==> config.mk <==
export PLATFORM = sky130hd
export DESIGN_NAME = rf_remote_pulse_encoder
export DESIGN_NICKNAME = d
export VERILOG_FILES = /design/src/rfpe_pkg.sv /design/src/rf_remote_pulse_encoder.sv /design/src/rfpe_cfg.sv /design/src/rfpe_core.sv /design/src/rfpe_out_buf.sv
export SDC_FILE = /design/constraint.sdc
export NUM_CORES = 1
export LEC_CHECK = 0
export BUFFER_PORTS_ARGS = -buffer_cell sky130_fd_sc_hd__buf_2
export CAP_MARGIN = 5
export CORE_ASPECT_RATIO = 1.75
export CORE_MARGIN = 10
export CORE_UTILIZATION = 60
export DETAILED_ROUTE_END_ITERATION = 7
export PLACE_DENSITY = 0.79
export SETUP_SLACK_MARGIN = 0.4
export SLEW_MARGIN = 40
export SYNTH_ARGS = -nofsm -noshare
export SYNTH_HDL_FRONTEND = slang
export SYNTH_SLANG_ARGS = --single-unit
==> constraint.sdc <==
create_clock -name clk_i -period 6 [get_ports clk_i]
set_input_delay 1.8 -clock clk_i [delete_from_list [all_inputs] [get_ports clk_i]]
set_output_delay 1.8 -clock clk_i [all_outputs]
set_load 0.01 [all_outputs]
==> src/rfpe_pkg.sv <==
package rfpe_pkg;

  localparam int unsigned IdBitsDef  = 16;
  localparam int unsigned KeyBitsDef = 7;

  localparam int unsigned WidthW   = 12;
  localparam int unsigned RepeatW  = 8;
  localparam int unsigned CfgDataW = 12;
  localparam int unsigned CfgIdxW  = 3;

  localparam logic [WidthW-1:0]  StartWidthRst  = 12'd520;
  localparam logic [WidthW-1:0]  ShortWidthRst  = 12'd110;
  localparam logic [WidthW-1:0]  LongWidthRst   = 12'd290;
  localparam logic [RepeatW-1:0] RepeatCountRst = 8'd100;
  localparam logic               InvertRst      = 1'b0;

  typedef enum logic [CfgIdxW-1:0] {
    CFG_START_WIDTH  = 3'd0,
    CFG_SHORT_WIDTH  = 3'd1,
    CFG_LONG_WIDTH   = 3'd2,
    CFG_REPEAT_COUNT = 3'd3,
    CFG_INVERT_START = 3'd4
  } cfg_idx_e;

  typedef enum logic {
    OP_TICK = 1'b0,
    OP_SEND = 1'b1
  } op_e;

  typedef struct packed {
    op_e                   operation;
    logic [IdBitsDef-1:0]  remote_id;
    logic [KeyBitsDef-1:0] keycode;
  } in_t;

  typedef struct packed {
    logic line_level;
    logic busy_res;
  } out_t;

  typedef struct packed {
    logic [WidthW-1:0]  start_width;
    logic [WidthW-1:0]  short_width;
    logic [WidthW-1:0]  long_width;
    logic [RepeatW-1:0] repeat_count;
    logic               invert_start;
  } cfg_t;

endpackage

==> src/rf_remote_pulse_encoder.sv <==
// Pulse-train encoder for a simple remote-control radio link. Each input
// transaction is either one microsecond tick or a send command carrying a
// 16-bit remote id and a 7-bit keycode; every transaction yields exactly one
// result transaction holding the line level and the busy flag after it. A
// send starts repeat_count+1 frames (start pulse, then the code word msb
// first: a zero is two short pulses, a one is one long pulse that flips the
// tracked level); a send while busy is dropped but still answered. The block
// takes one transaction per clock unless in_stall_o is high; the whole state
// update is one short pass of logic through the pulse counter and the code
// shift register; the result is registered into a two-entry output buffer.
// in_stall_o rises only while both buffer entries wait on a stalled output.
// Configuration writes are registered and belong in idle periods.
module rf_remote_pulse_encoder #(
  parameter int unsigned ID_BITS  = rfpe_pkg::IdBitsDef,
  parameter int unsigned KEY_BITS = rfpe_pkg::KeyBitsDef
) (
  input  logic                          clk_i,
  input  logic                          rst_ni,
  // input channel
  input  logic                          in_valid_i,
  output logic                          in_stall_o,
  input  rfpe_pkg::in_t                 in_data_i,
  // result channel
  output logic                          out_valid_o,
  input  logic                          out_stall_i,
  output rfpe_pkg::out_t                out_data_o,
  // configuration write port
  input  logic                          cfg_we_i,
  input  logic [rfpe_pkg::CfgIdxW-1:0]  cfg_idx_i,
  input  logic [rfpe_pkg::CfgDataW-1:0] cfg_data_i
);

  rfpe_pkg::cfg_t cfg;
  rfpe_pkg::out_t res;
  logic           fire;
  logic           buf_full;

  // Accept while the output buffer has a free entry.
  assign in_stall_o = buf_full;
  assign fire       = in_valid_i && !buf_full;

  rfpe_cfg u_cfg (
    .clk_i      (clk_i),
    .rst_ni     (rst_ni),
    .cfg_we_i   (cfg_we_i),
    .cfg_idx_i  (cfg_idx_i),
    .cfg_data_i (cfg_data_i),
    .cfg_o      (cfg)
  );

  // Advance the pulse state on every accepted transaction.
  rfpe_core #(
    .ID_BITS  (ID_BITS),
    .KEY_BITS (KEY_BITS)
  ) u_core (
    .clk_i     (clk_i),
    .rst_ni    (rst_ni),
    .fire_i    (fire),
    .in_data_i (in_data_i),
    .cfg_i     (cfg),
    .res_o     (res)
  );

  // Hold results until the downstream side takes them.
  rfpe_out_buf u_out_buf (
    .clk_i       (clk_i),
    .rst_ni      (rst_ni),
    .push_i      (fire),
    .push_data_i (res),
    .full_o      (buf_full),
    .out_valid_o (out_valid_o),
    .out_stall_i (out_stall_i),
    .out_data_o  (out_data_o)
  );

endmodule

==> src/rfpe_cfg.sv <==
module rfpe_cfg (
  input  logic                                clk_i,
  input  logic                                rst_ni,
  input  logic                                cfg_we_i,
  input  logic [rfpe_pkg::CfgIdxW-1:0]        cfg_idx_i,
  input  logic [rfpe_pkg::CfgDataW-1:0]       cfg_data_i,
  output rfpe_pkg::cfg_t                      cfg_o
);

  rfpe_pkg::cfg_t cfg_d, cfg_q;

  always_comb begin
    cfg_d = cfg_q;
    if (cfg_we_i) begin
      case (rfpe_pkg::cfg_idx_e'(cfg_idx_i))
        rfpe_pkg::CFG_START_WIDTH:  cfg_d.start_width  = cfg_data_i;
        rfpe_pkg::CFG_SHORT_WIDTH:  cfg_d.short_width  = cfg_data_i;
        rfpe_pkg::CFG_LONG_WIDTH:   cfg_d.long_width   = cfg_data_i;
        rfpe_pkg::CFG_REPEAT_COUNT: cfg_d.repeat_count = cfg_data_i[rfpe_pkg::RepeatW-1:0];
        rfpe_pkg::CFG_INVERT_START: cfg_d.invert_start = cfg_data_i[0];
        default: ; // unmapped index: drop the write
      endcase
    end
  end

  always_ff @(posedge clk_i or negedge rst_ni) begin
    if (!rst_ni) begin
      cfg_q.start_width  <= rfpe_pkg::StartWidthRst;
      cfg_q.short_width  <= rfpe_pkg::ShortWidthRst;
      cfg_q.long_width   <= rfpe_pkg::LongWidthRst;
      cfg_q.repeat_count <= rfpe_pkg::RepeatCountRst;
      cfg_q.invert_start <= rfpe_pkg::InvertRst;
    end else begin
      cfg_q <= cfg_d;
    end
  end

  assign cfg_o = cfg_q;

endmodule

==> src/rfpe_core.sv <==
module rfpe_core #(
  parameter int unsigned ID_BITS  = rfpe_pkg::IdBitsDef,
  parameter int unsigned KEY_BITS = rfpe_pkg::KeyBitsDef
) (
  input  logic           clk_i,
  input  logic           rst_ni,
  input  logic           fire_i,
  input  rfpe_pkg::in_t  in_data_i,
  input  rfpe_pkg::cfg_t cfg_i,
  output rfpe_pkg::out_t res_o
);

  localparam int unsigned CodeBits = ID_BITS + KEY_BITS;
  localparam int unsigned BidxW    = $clog2(CodeBits + 1);

  logic [CodeBits-1:0]              code_d, code_q;
  logic [BidxW-1:0]                 bidx_d, bidx_q;
  logic [rfpe_pkg::WidthW-1:0]      ticks_d, ticks_q;
  logic [rfpe_pkg::RepeatW-1:0]     frames_d, frames_q;
  logic                             line_d, line_q;
  logic                             busy_d, busy_q;
  logic                             half_d, half_q;
  logic                             level_d, level_q;
  logic                             start_lvl;

  assign start_lvl = ~cfg_i.invert_start;

  always_comb begin
    code_d   = code_q;
    bidx_d   = bidx_q;
    ticks_d  = ticks_q;
    frames_d = frames_q;
    line_d   = line_q;
    busy_d   = busy_q;
    half_d   = half_q;
    level_d  = level_q;
    if (fire_i) begin
      if (in_data_i.operation == rfpe_pkg::OP_SEND) begin
        if (!busy_q) begin
          code_d   = {ID_BITS'(in_data_i.remote_id), KEY_BITS'(in_data_i.keycode)};
          frames_d = cfg_i.repeat_count;
          busy_d   = 1'b1;
          level_d  = start_lvl;
          bidx_d   = BidxW'(CodeBits);
          half_d   = 1'b0;
          line_d   = start_lvl;
          ticks_d  = cfg_i.start_width;
        end
      end else if (busy_q) begin
        if (ticks_q > rfpe_pkg::WidthW'(1)) begin
          ticks_d = ticks_q - rfpe_pkg::WidthW'(1);
        end else if (half_q) begin
          half_d  = 1'b0;
          line_d  = level_q;
          ticks_d = cfg_i.short_width;
        end else if (bidx_q != '0) begin
          // shift out the next code bit, msb first
          bidx_d = bidx_q - BidxW'(1);
          code_d = code_q << 1;
          line_d = ~level_q;
          if (code_q[CodeBits-1]) begin
            ticks_d = cfg_i.long_width;
            level_d = ~level_q;
          end else begin
            ticks_d = cfg_i.short_width;
            half_d  = 1'b1;
          end
        end else if (frames_q != '0) begin
          frames_d = frames_q - rfpe_pkg::RepeatW'(1);
          level_d  = start_lvl;
          bidx_d   = BidxW'(CodeBits);
          half_d   = 1'b0;
          line_d   = start_lvl;
          ticks_d  = cfg_i.start_width;
          // code_q was shifted out; reload it from the saved copy below
          code_d   = code_q;
        end else begin
          busy_d  = 1'b0;
          line_d  = ~level_q;
          ticks_d = '0;
        end
      end
    end
  end

  // Frame repeats need the original word: keep an unshifted copy.
  logic [CodeBits-1:0] word_d, word_q;

  always_comb begin
    word_d = word_q;
    if (fire_i && in_data_i.operation == rfpe_pkg::OP_SEND && !busy_q) begin
      word_d = code_d;
    end
  end

  logic [CodeBits-1:0] code_sel;

  always_comb begin
    code_sel = code_d;
    if (fire_i && in_data_i.operation == rfpe_pkg::OP_TICK && busy_q &&
        ticks_q <= rfpe_pkg::WidthW'(1) && !half_q && bidx_q == '0 && frames_q != '0) begin
      code_sel = word_q;
    end
  end

  always_ff @(posedge clk_i or negedge rst_ni) begin
    if (!rst_ni) begin
      code_q   <= '0;
      word_q   <= '0;
      bidx_q   <= '0;
      ticks_q  <= '0;
      frames_q <= '0;
      line_q   <= 1'b0;
      busy_q   <= 1'b0;
      half_q   <= 1'b0;
      level_q  <= 1'b0;
    end else begin
      code_q   <= code_sel;
      word_q   <= word_d;
      bidx_q   <= bidx_d;
      ticks_q  <= ticks_d;
      frames_q <= frames_d;
      line_q   <= line_d;
      busy_q   <= busy_d;
      half_q   <= half_d;
      level_q  <= level_d;
    end
  end

  assign res_o.line_level = line_d;
  assign res_o.busy_res   = busy_d;

endmodule

==> src/rfpe_out_buf.sv <==
module rfpe_out_buf (
  input  logic           clk_i,
  input  logic           rst_ni,
  input  logic           push_i,
  input  rfpe_pkg::out_t push_data_i,
  output logic           full_o,
  output logic           out_valid_o,
  input  logic           out_stall_i,
  output rfpe_pkg::out_t out_data_o
);

  rfpe_pkg::out_t mem_q [2];
  logic           wptr_q, rptr_q;
  logic [1:0]     count_q, count_d;
  logic           pop;

  assign pop = out_valid_o && !out_stall_i;

  always_comb begin
    count_d = count_q;
    if (push_i && !pop) begin
      count_d = count_q + 2'd1;
    end else if (pop && !push_i) begin
      count_d = count_q - 2'd1;
    end
  end

  always_ff @(posedge clk_i) begin
    if (push_i) begin
      mem_q[wptr_q] <= push_data_i;
    end
  end

  always_ff @(posedge clk_i or negedge rst_ni) begin
    if (!rst_ni) begin
      wptr_q  <= 1'b0;
      rptr_q  <= 1'b0;
      count_q <= 2'd0;
    end else begin
      count_q <= count_d;
      if (push_i) begin
        wptr_q <= ~wptr_q;
      end
      if (pop) begin
        rptr_q <= ~rptr_q;
      end
    end
  end

  assign full_o      = count_q[1];
  assign out_valid_o = count_q != 2'd0;
  assign out_data_o  = mem_q[rptr_q];

endmodule

# Word level (Yosys, flattened, before mapping)

Memory sizes are Yosys's and may differ from the RTL's.
Index checks and enable logic that the tools add are counted.

Add/sub/neg operators: 5
$lt $le $gt $ge: 2
Equality and inequality tests: 9
Mux-type cells: 64
Bitwise logic cells: 5
Reduce and logical (&&, ||, !) cells: 37

Operators by type and width:

| operator                                                        | number |
|---|---|
| 2-to-1 mux 23 bit                                               | 8 |
| 2-to-1 mux 12 bit                                               | 8 |
| 2-to-1 mux 8 bit                                                | 7 |
| 2-to-1 mux 5 bit                                                | 7 |
| 2-to-1 mux 1 bit                                                | 32 |
| AND reduction 7 bit                                             | 2 |
| > comparator 12 x 1 -> 1 bit, second input constant             | 1 |
| less-or-equal comparator 12 x 1 -> 1 bit, second input constant | 1 |
| logical AND 1 bit                                               | 12 |
| subtractor 12 x 1 -> 12 bit, second input constant              | 1 |
| AND reduction 2 bit                                             | 5 |
| != test 2 bit, second input constant                            | 4 |
| nonzero test 2 bit                                              | 4 |
| nonzero test 8 bit                                              | 1 |
| subtractor 8 x 1 -> 8 bit, second input constant                | 1 |
| equality test 3 x 2 -> 1 bit, second input constant             | 2 |
| logical NOT 1 bit                                               | 6 |
| AND reduction 6 bit                                             | 1 |
| logical NOT 5 bit                                               | 1 |
| inverter 1 bit                                                  | 5 |
| nonzero test 5 bit                                              | 1 |
| subtractor 5 x 1 -> 5 bit, second input constant                | 1 |
| 2-to-1 mux 2 bit                                                | 2 |
| AND reduction 4 bit                                             | 1 |
| 8 further kinds                                                 | 8 |

Register bits: 124
Bits in writable memories: 4
Logic and storage cells: 140
Memories kept: 1

Memory list:

| memory          | depth | bits a word | read ports | clocked after Yosys merged registers in | wr ports | line               | source |
|---|---|---|---|---|---|---|---|
| u_out_buf.mem_q | 2     | 2           | 1          | 0                                       | 1        | rfpe_out_buf.sv:12 | `rfpe_pkg::out_t mem_q [2];` |

# Longest topological paths before layout

Gate-level depths: netlist of run 1.

Depth in word-level cells: 9
Gate-level depth with buffers: 11
Gate-level depth less buffers: 7

# Hierarchy

From an unflattened synthesis of run 1, not the netlist that was laid out.

Cell total of the unflattened synthesis: 681
Area, all modules: 7039.3 um2

By module, submodules not included:

| module                  | times used | cells each | area each (um2) | sequential area each (um2) |
|---|---|---|---|---|
| rfpe_core               | 1          | 561        | 4921.0          | 1876.8 |
| rfpe_cfg                | 1          | 98         | 1766.7          | 1142.3 |
| rfpe_out_buf            | 1          | 21         | 337.8           | 220.2 |
| rf_remote_pulse_encoder | 1          | 1          | 13.8            | 0.0 |

# Worst setup path before layout of run 1

OpenSTA, ideal clock, no wires.

Path kind: input to register
From: in in_data_i[23] (netlist name)
To: reg u_core.ticks_q[11] (netlist name)
Setup time: 82 ps
Arrival: 3684 ps
Required time: 5918 ps
Slack: 2233 ps
Cell stages on the path: 10
Buffers on the path: 5
Cells stage by stage: inv_1 -> clkbuf_1 -> clkbuf_1 -> ha_1 -> and3b_1 -> clkbuf_1 -> clkbuf_1 -> clkbuf_1 -> o21ai_0 -> o22ai_1

Longest elaborated chain between the ends: 2
Elaborated cells between the ends (all ways): 4

RTL lines:

| element                                                       | line                          | source |
|---|---|---|
| start, declared                                               | rf_remote_pulse_encoder.sv:22 | `input rfpe_pkg::in_t in_data_i,` |
| != test 2 bit (no line) or nonzero test 2 bit (tied branches) | --                            |  |
| AND reduction 3 bit (no line)                                 | --                            |  |
| end signal, assigned                                          | rfpe_core.sv:121              | `ticks_q <= ticks_d;` |
| end, declared                                                 | rfpe_core.sv:18               | `logic [rfpe_pkg::WidthW-1:0] ticks_d, ticks_q;` |

Parallel ways exist; a longest one is shown, timed or not.
A chain may end at the register's enable or synchronous reset.

# Worst setup path in the final report of run 1

From: in in_data_i[23] (netlist name)
To: reg u_core.ticks_q[5] (netlist name)

Same word-level chain as after synthesis.

==> run metrics, run 1 <==
status=completed; # diodes=0; GPL Wtd Cong=0.863; initial antenna violation count=0; Root Driver=clkbuf_16; share of layout cells above drive strength 1=26.4%; Final TNS setup=0 ns; Seq cells post-synth=128; Num CTS Buffers=17; critical path capture point type=flop; H-tree depth=4; Worst-path clk slew=0.05 ns; critical path class=input port to flop; Max-cap violations=0; core area=11600 um2; final worst slack=1.97 ns; syn nets=749; CP top delay family=simple AND/OR/NAND/NOR gates; max-slew violation count=0; CP cell instances=buf_2 > inv_1 > ha_1 > nand3b_1 > or3_1 > a2111oi_0 > a211oi_1; Worst path slowest cell=or3_1; Post-CTS Hold Fix Bufs=0; most common cell after layout, fill and taps aside=dfrtp_1; worst hold path type=flop to flop; TritonRoute pass-1 iters=6; top_reg_cell synth=dfrtp_1; crit start category=input port; clock sink total=128; routed wire length=17900 um; Final setup viols=0; via count=5768; CTS tree=built; Die X=102 um; Finished Layout Cells=873; nets=777; Remaining DRCs=0; P&R area growth vs syn=13.5%; CTS resizes=0; final period utilization=67.2%; Synth cell types=74; worst skew pair latency=0.42 ns; worst IR drop on VDD=0.296 mV; Power, Total=3.39 mW; Synth Instances=697; DRT iter0 DRCs=377; CTS Buffer Depth=2; Buf+Inv Stages, Crit Path=2; I/O pin count=48; Slew HR=45.4%; Die Y=164 um; fmax=248 MHz; placed wire-length estimate=12100 um; first-pass GRT wire length=29400 um; pwr dens=421 nW/um2; EDFF count, synth=4; Port Buffer Count=47; Post-Place Cells=841; unrepaired setup endpoints after global routing=false; Avg Synthesized Cell Area=10.2 um2; Mapped Area=7090 um2; commonest non-fill, non-tap cells in the layout=dfrtp_1, nand2_1, mux2_2, buf_2, a21oi_1; CP required=6.28 ns; WP data arrival=4.31 ns; post-route ant nets=0; Place WS=1.56 ns; Leakage=3.44 nW; GR Util All Layers=22.2%; Via density=6.61; Post-CTS Setup Repair Bufs=0; starting density of the core=61.2%; routed len/inst=20.5 um; grt total ovfl=0; pin count of the biggest net entering global routing=64; async set or reset register ratio after synthesis=96.9%; die area=16700 um2; Slew @ Worst Pin=0.819 ns; number of synthesis warnings=0; Max FO, Critical Path=34; vias in the first global route=6014; Hold Vio Cnt, Final=0; Critical Path Max Stage Delay=0.55 ns; min Tclk post-route=4.03 ns; # rows=52; Layout Skew=0.00613 ns; post-synthesis sequential area ratio=45.7%
[layout make-up]
cell class	instances	area [um2]
Multi-Input combinational cell	494	3610
Fill cell	868	3530
Clock inverter	10	110
Timing Repair Buffer	63	365
Clock buffer	22	474
Tap cell	135	169
Sequential cell	128	3240
Inverter	21	78.8
[routing by layer]
layer  routed length, um  vias to the layer above  global-route usage, %
met2                9630                      206                   39.1
met3                 998                       42                   5.51
met1                6640                     2868                   23.4
met5                   0                        -                      0
li1                    -                     2652                      -
met4                 669                        0                   12.1
[final timing paths]
kind	start	to	slack (ns)	cells after the start
max in group asynchronous	rst_ni	u_core.half_q	4.11	2
max	in_data_i[23]	u_core.ticks_q[5]	1.97	7
max reg2reg	u_core.ticks_q[6]	u_core.bidx_q[3]	2.96	5
min	u_cfg.cfg_o[38]	u_cfg.cfg_o[38]	0.50	1
min reg2reg	u_cfg.cfg_o[38]	u_cfg.cfg_o[38]	0.50	1
min in group asynchronous	rst_ni	u_core.code_q[9]	1.44	2
[power breakdown]
group          switching (mW)  total [mW]  internal [mW]
Sequential              0.250        1.41           1.16
Clock                   0.375        1.02          0.640
Combinational           0.487       0.966          0.479
[sequential cells by signal (all words and copies together) (netlist names)]
signal and flops:
u_cfg.cfg_o 45, u_core.bidx_q 5, u_core.busy_q 1, u_core.code_q 23, u_core.frames_q 8, u_core.half_q 1
u_core.level_q 1, u_core.line_q 1, u_core.ticks_q 12, u_core.word_q 23, u_out_buf.count_q 2, u_out_buf.mem_q 4
u_out_buf.rptr_q 1, u_out_buf.wptr_q 1
[synth_stat cells (4+ instances only)]
library cell  instances  area [um2]
dfrtp_1             111        2780
nand2_1              73         274
mux2_2               64         721
clkbuf_1             42         158
a21oi_1              28         140
mux2i_1              27         270
o211ai_1             27         203
a31oi_1              26         163
nor2_1               26        97.6
o21ai_0              24         120
and2_1               23         144
o22a_1               23         201
inv_1                20        75.1
dfstp_2              13         342
o22ai_1              12        75.1
buf_2                 9        45.0
nor3_1                9        45.0
ha_1                  8         100
nand3_1               7        35.0
or3_1                 7        43.8
nand4_1               6        37.5
nand2b_1              5        31.3
nor4_1                5        31.3
or4_1                 5        37.5
xor2_1                5        43.8
a221o_1               4        40.0
a221oi_1              4        35.0
a22oi_1               4        30.0
edfxtp_1              4         120
nor2b_1               4        25.0
o2bb2ai_1             4        35.0
o311ai_0              4        35.0
or2_2                 4        25.0
[worst register-to-register path, delay by kind of cell, from the launching register on]
family             cells  cell delay, ns
AOI/OAI and AO/OA      3            0.82
and+or+nand+nor        2            1.65
DFF                    1            0.42
[through the flow]
step | utilization, % | hold slack, ns | instance area (um2)
after CTS | 69.3 | 0.507 | 8030
after global placement | 64.2 | 0.477 | 7430
after detailed placement | 64.3 | 0.492 | 7440
final | 69.5 | 0.504 | 8050
after floorplan | - | 0.460 | 7090
after global routing | 69.5 | 0.522 | 8050
[logic make-up (layout without fill, tap and decap cells)]
logic type | Yosys count | count (layout) | synth area share (%)
fa+ha+maj | 8 | 8 | 1.41
simple gates | 196 | 196 | 14.7
buf+inv | 75 | 116 | 4.23
mux | 91 | 91 | 14.0
flops | 128 | 128 | 45.7
xor+xnor | 8 | 8 | 0.988
compound gates | 191 | 191 | 19.0
Power figures use the tool's default switching activity.
==> run 2, diff against run 1 <==
==> constraint.sdc (replaced) <==
create_clock -name clk_i -period 3.98 [get_ports clk_i]
set_input_delay 1.194 -clock clk_i [delete_from_list [all_inputs] [get_ports clk_i]]
set_output_delay 1.194 -clock clk_i [all_outputs]
set_load 0.01 [all_outputs]
==> run 2 against run 1 <==
Effect of this change: clock skew up 0.0026 ns; worst setup slack worse by 1.1 ns; sequential share of layout area down 0.24 points; core utilization up 0.42 points; global-route usage up 0.43 points; die area unchanged; critical path depth down 1; non-clock buffer count up 3; critical path type is now flop to flop.
==> run metrics, run 2 (synthesis results as in run 1) <==
status=completed; H-tree depth=4 (unchanged); worst reg2reg setup slack=0.87 ns (-2.09 ns); via count=5850 (+1.4%); post-route ant nets=0 (unchanged); GR Util All Layers=22.6% (+0.43 points); Max-cap violations=0 (unchanged); CP top delay family=simple AND/OR/NAND/NOR gates; max reg flops=45 (unchanged); Post-CTS Setup Repair Bufs=0 (unchanged); FF-to-FF End=u_core.code_q[11]; Worst setup startpoint=u_core.ticks_q[6]; # fillers=846 (-2.5%); met1 usage=24.6% (+1.2 points); die area=16700 um2 (unchanged); Num CTS Buffers=17 (unchanged); Max FO, Critical Path=15 (-56%); Multi-input gate area=3600 um2 (-0.42%); Power, Total=5.19 mW (+53%); CTS tree=built; CTS Buffer Depth=2 (unchanged); Leakage=3.47 nW (+0.70%); CP cell instances=or4_1 > nor4_1 > nand3_1 > buf_4 > mux2i_1 > o22a_1; min Tclk post-route=3.11 ns; met2 Usage GRT=38.1% (-1.0 points); clock sink total=128 (unchanged); Hold Vio Cnt, Final=0 (unchanged); Final TNS setup=0 ns (unchanged); max-slew violation count=0 (unchanged); Worst path slowest cell=or4_1; end point of the critical path=u_core.code_q[11]; fmax=322 MHz; I/O pin count=48 (unchanged); DRT iter0 DRCs=329 (-13%); routed len/inst=20.8 um (+1.1%); Die Y=164 um (unchanged); P&R area growth vs syn=14.2%; share of layout cells above drive strength 1=26.7% (+0.30 points); Remaining DRCs=0 (unchanged); # diodes=0 (unchanged); cell depth of the worst setup path=6 (-1); core area=11600 um2 (unchanged); reg2reg path depth=6 (+1); placed wire-length estimate=12300 um (+1.3%); Layout Skew=0.00878 ns (+0.00265 ns); final period utilization=78.1%; CTS resizes=0 (unchanged); initial antenna violation count=0 (unchanged); Die X=102 um (unchanged); Slew @ Worst Pin=0.809 ns (-0.00967 ns); most common cell after layout, fill and taps aside=dfrtp_1; worst IR drop on VDD=0.369 mV (+25%); worst reg2reg startpoint=u_core.ticks_q[6]; crit start category=flop; routed wire length=18200 um (+1.5%); critical path class=flop to flop; FF+latch area=3240 um2 (unchanged); pwr dens=640 nW/um2 (+52%); Port Buffer Count=47 (unchanged); Root Driver=clkbuf_16; nets=780 (+0.39%); pin count of the biggest net entering global routing=73 (+14%); Worst-path clk slew=0.06 ns (about the same); CP required=4.27 ns (-2.01 ns); global route hottest layer=met2; WP data arrival=3.40 ns (-0.91 ns); # rows=52 (unchanged); Post-CTS Hold Fix Bufs=0 (unchanged); TritonRoute pass-1 iters=5 (-1); Place WS=0.664 ns (-0.893 ns); worst hold path type=flop to flop; worst skew pair latency=0.41 ns (about the same); Buf+Inv Stages, Crit Path=1 (-1); Critical Path Max Stage Delay=0.67 ns (+0.12 ns); Final Util=69.9% (+0.42 points); critical path capture point type=flop; starting density of the core=61.2% (unchanged); unrepaired setup endpoints after global routing=false; grt met3 use=4.42% (-1.1 points); Via density=6.68 (+1.1%); final worst slack=0.873 ns (-1.09 ns); Worst Hold Margin=0.502 ns (-0.00212 ns); GPL Wtd Cong=0.833 (-3.4%); Slew HR=46.1% (+0.64 points); vias in the first global route=6258 (+4.1%); Final setup viols=0 (unchanged); grt total ovfl=0 (unchanged); commonest non-fill, non-tap cells in the layout=dfrtp_1, nand2_1, mux2_2, buf_2, a21oi_1; first-pass GRT wire length=30200 um (+2.8%)
==> run 2: how the worst min path moves through the flow <==
| stage | cells after the start | startpoint | to | slack (ns) |
|---|---|---|---|---|
| CTS | 1 | u_core.word_q[6] | u_core.code_q[6] | 0.51 |
| detailed placement | 1 | u_out_buf.wptr_q | u_out_buf.wptr_q | 0.48 |
| finish | 1 | u_cfg.cfg_o[19] | u_cfg.cfg_o[19] | 0.50 |
| global route | 1 | u_core.word_q[0] | u_core.word_q[0] | 0.52 |
| global placement | 1 | u_out_buf.wptr_q | u_out_buf.wptr_q | 0.48 |
| floorplan | 1 | u_out_buf.wptr_q | u_out_buf.wptr_q | 0.46 |
==> run 2: through the flow <==
step / area (um2) / instances
2_1_floorplan: 7090 / 697
3_3_place_gp: 7470 / 844
3_5_place_dp: 7470 / 844
4_1_cts: 8090 / 876
5_1_grt: 8100 / 876
6_report: 8100 / 876
==> run 2: metal layers <==
layer  wire [um]  up-vias
met3         843       73
met1        6910     2906
met5           0        -
met4        1040        0
li1            -     2647
met2        9400      224
==> run 2: power breakdown <==
part	internal, mW	switching [mW]
clock network	1.01	0.586
registers	1.75	0.371
logic	0.727	0.739
total	3.49	1.70
==> run 2: layout make-up <==
| cell class | count | share of cell area (%) |
|---|---|---|
| clock buffer | 21 | 6.07 |
| clock inverter | 11 | 1.59 |
| inverter | 21 | 0.973 |
| multi-input combinational | 494 | 44.4 |
| sequential | 128 | 40.0 |
| tap | 135 | 2.09 |
| timing repair buffer | 66 | 4.85 |
==> run 3, diff against run 2 <==
--- a/config.mk
+++ b/config.mk
@@ -9,9 +9,9 @@
 export CAP_MARGIN = 5
 export CORE_ASPECT_RATIO = 1.75
 export CORE_MARGIN = 10
-export CORE_UTILIZATION = 60
+export CORE_UTILIZATION = 55
 export DETAILED_ROUTE_END_ITERATION = 7
-export PLACE_DENSITY = 0.79
+export PLACE_DENSITY = 0.76
 export SETUP_SLACK_MARGIN = 0.4
 export SLEW_MARGIN = 40
 export SYNTH_ARGS = -nofsm -noshare
==> constraint.sdc (replaced) <==
create_clock -name clk_i -period 2.8 [get_ports clk_i]
set_input_delay 0.84 -clock clk_i [delete_from_list [all_inputs] [get_ports clk_i]]
set_output_delay 0.84 -clock clk_i [all_outputs]
set_load 0.01 [all_outputs]
==> run 3 against run 2 <==
Effect of this change: total power increased by 45%; clock power increased by 36%; maximum frequency increased by 24%; highest routed layer unchanged; core utilization decreased by 0.69 points; non-clock buffer count increased by 41.
==> run metrics, run 3 (synthesis results as in run 1) <==
routed len/inst=21.8 um (+5.2%); Slew HR=55.8% (+9.8 points); post-route ant nets=0 (unchanged); Die Y=170 um (+3.9%); status=completed; clock sink total=128 (unchanged); Hold Vio Cnt, Final=0 (unchanged); Port Buffer Count=47 (unchanged); starting density of the core=56.4% (-4.8 points); Place WS=0.139 ns (-0.525 ns); Num CTS Buffers=17 (unchanged); most common cell after layout, fill and taps aside=dfrtp_1; GPL Wtd Cong=0.872 (+4.6%); initial antenna violation count=0 (unchanged); pwr dens=862 nW/um2 (+35%); # rows=54 (+3.8%); Root Driver=clkbuf_16; P&R area growth vs syn=22.7%; pin count of the biggest net entering global routing=125 (+71%); TritonRoute pass-1 iters=5 (unchanged); Remaining DRCs=0 (unchanged); Final TNS setup=0 ns (unchanged); critical path class=flop to flop; final worst slack=0.290 ns (-0.583 ns); Max-cap violations=0 (unchanged); worst IR drop on VDD=0.505 mV (+37%); Power, Total=7.51 mW (+45%); placed wire-length estimate=13100 um (+6.3%); first-pass GRT wire length=31100 um (+2.8%); CP required=3.08 ns (-1.19 ns); critical path capture point type=flop; unrepaired setup endpoints after global routing=true; crit start category=flop; fin area=8700 um2 (+7.4%); Layout Skew=0.0104 ns (+0.00160 ns); I/O pin count=48 (unchanged); # diodes=0 (unchanged); nets=821 (+5.3%); vias in the first global route=6321 (+1.0%); GR Util All Layers=21.3% (-1.4 points); Max FO, Critical Path=7 (-8); Final setup viols=0 (unchanged); Die X=106 um (+3.6%); CTS tree=built; final period utilization=89.6% (+12 points); share of layout cells above drive strength 1=32.5% (+5.8 points); core area=12600 um2 (+8.5%); H-tree depth=4 (unchanged); grt total ovfl=0 (unchanged); min Tclk post-route=2.51 ns (-0.597 ns); # fillers=918 (+8.5%); routed wire length=20700 um (+14%); CTS Buffer Depth=2 (unchanged); max-slew violation count=0 (unchanged); Post-Place Cells=894 (+5.9%); Finished Layout Cells=949 (+8.3%); Via density=6.54 (-2.1%); commonest non-fill, non-tap cells in the layout=dfrtp_1, nand2_1, mux2_2, buf_2, buf_4; max reg flops=45 (unchanged); die area=18000 um2 (+7.6%); Slew @ Worst Pin=0.663 ns (-0.146 ns); WP data arrival=2.79 ns (-0.61 ns); DP Area=7680 um2 (+2.8%); fmax=398 MHz (+24%); worst skew pair latency=0.42 ns (about the same); Leakage=3.74 nW (+7.8%); Worst-path clk slew=0.05 ns (about the same); DRT iter0 DRCs=525 (+60%); Post-CTS Hold Fix Bufs=0 (unchanged); worst hold path type=flop to flop; via count=6205 (+6.1%)
==> run 3: critical path: stages, from the launching register on <==
cell and delay, ns:
dfrtp_1 0.41, or4_4 0.58, or4_4 0.57, buf_8 0.17, o21a_1 0.20, o31ai_1 0.32
o31ai_1 0.13
==> run 3: layout make-up <==
| class | count | area (um2) | share of cell area, % |
|---|---|---|---|
| clock buffers | 25 | 495 | 5.69 |
| clock inverters | 6 | 82.6 | 0.949 |
| inverters | 21 | 83.8 | 0.963 |
| multi-input cells | 494 | 3740 | 43.0 |
| flip-flops and latches | 128 | 3240 | 37.2 |
| well taps | 168 | 210 | 2.42 |
| repair buffers | 107 | 850 | 9.76 |
==> run 3: metal layers <==
metal  up-vias  track usage, %  share of wire, %
li1       2739               -                 -
met3        81            3.97               4.5
met2       271            38.8                54
met1      3114            21.9                36
met5         -               0                 0
met4         0            12.8               5.1
==> run 3: path summary, 6_finish.rpt <==
check | startpoint | end | slack, ns | cells past startpoint
hold / removal | u_out_buf.wptr_q | u_out_buf.wptr_q | 0.49 | 1
setup / recovery | u_core.ticks_q[7] | u_core.bidx_q[3] | 0.29 | 6
min in group asynchronous | rst_ni | u_core.word_q[7] | 0.52 | 2
max in group asynchronous | rst_ni | u_cfg.cfg_o[37] | 1.79 | 2
setup reg to reg | u_core.ticks_q[7] | u_core.bidx_q[3] | 0.29 | 6
hold reg to reg | u_out_buf.wptr_q | u_out_buf.wptr_q | 0.49 | 1
==> run 3: stage by stage <==
step	util, %	hold WS (ns)
after floorplan	-	0.460
after global placement	61.1	0.480
after detailed placement	61.1	0.476
after CTS	66.1	0.488
after global routing	69.3	0.513
final	69.3	0.487
==> run 3: where the power goes <==
| part | leakage (nW) | internal (mW) | total (mW) | switching (mW) |
|---|---|---|---|---|
| Clock | 0.283 | 1.39 | 2.18 | 0.781 |
| Combinational | 1.97 | 1.12 | 2.28 | 1.16 |
| Sequential | 1.48 | 2.49 | 3.05 | 0.559 |
| Total | 3.74 | 5.00 | 7.51 | 2.50 |
==> run 3: what timing repair did <==
action	CTS	global route
resized for setup	10	27
gates cloned	0	7
setup buffers	1	16
endpoints found under the setup margin	43	38
pin swaps	1	14
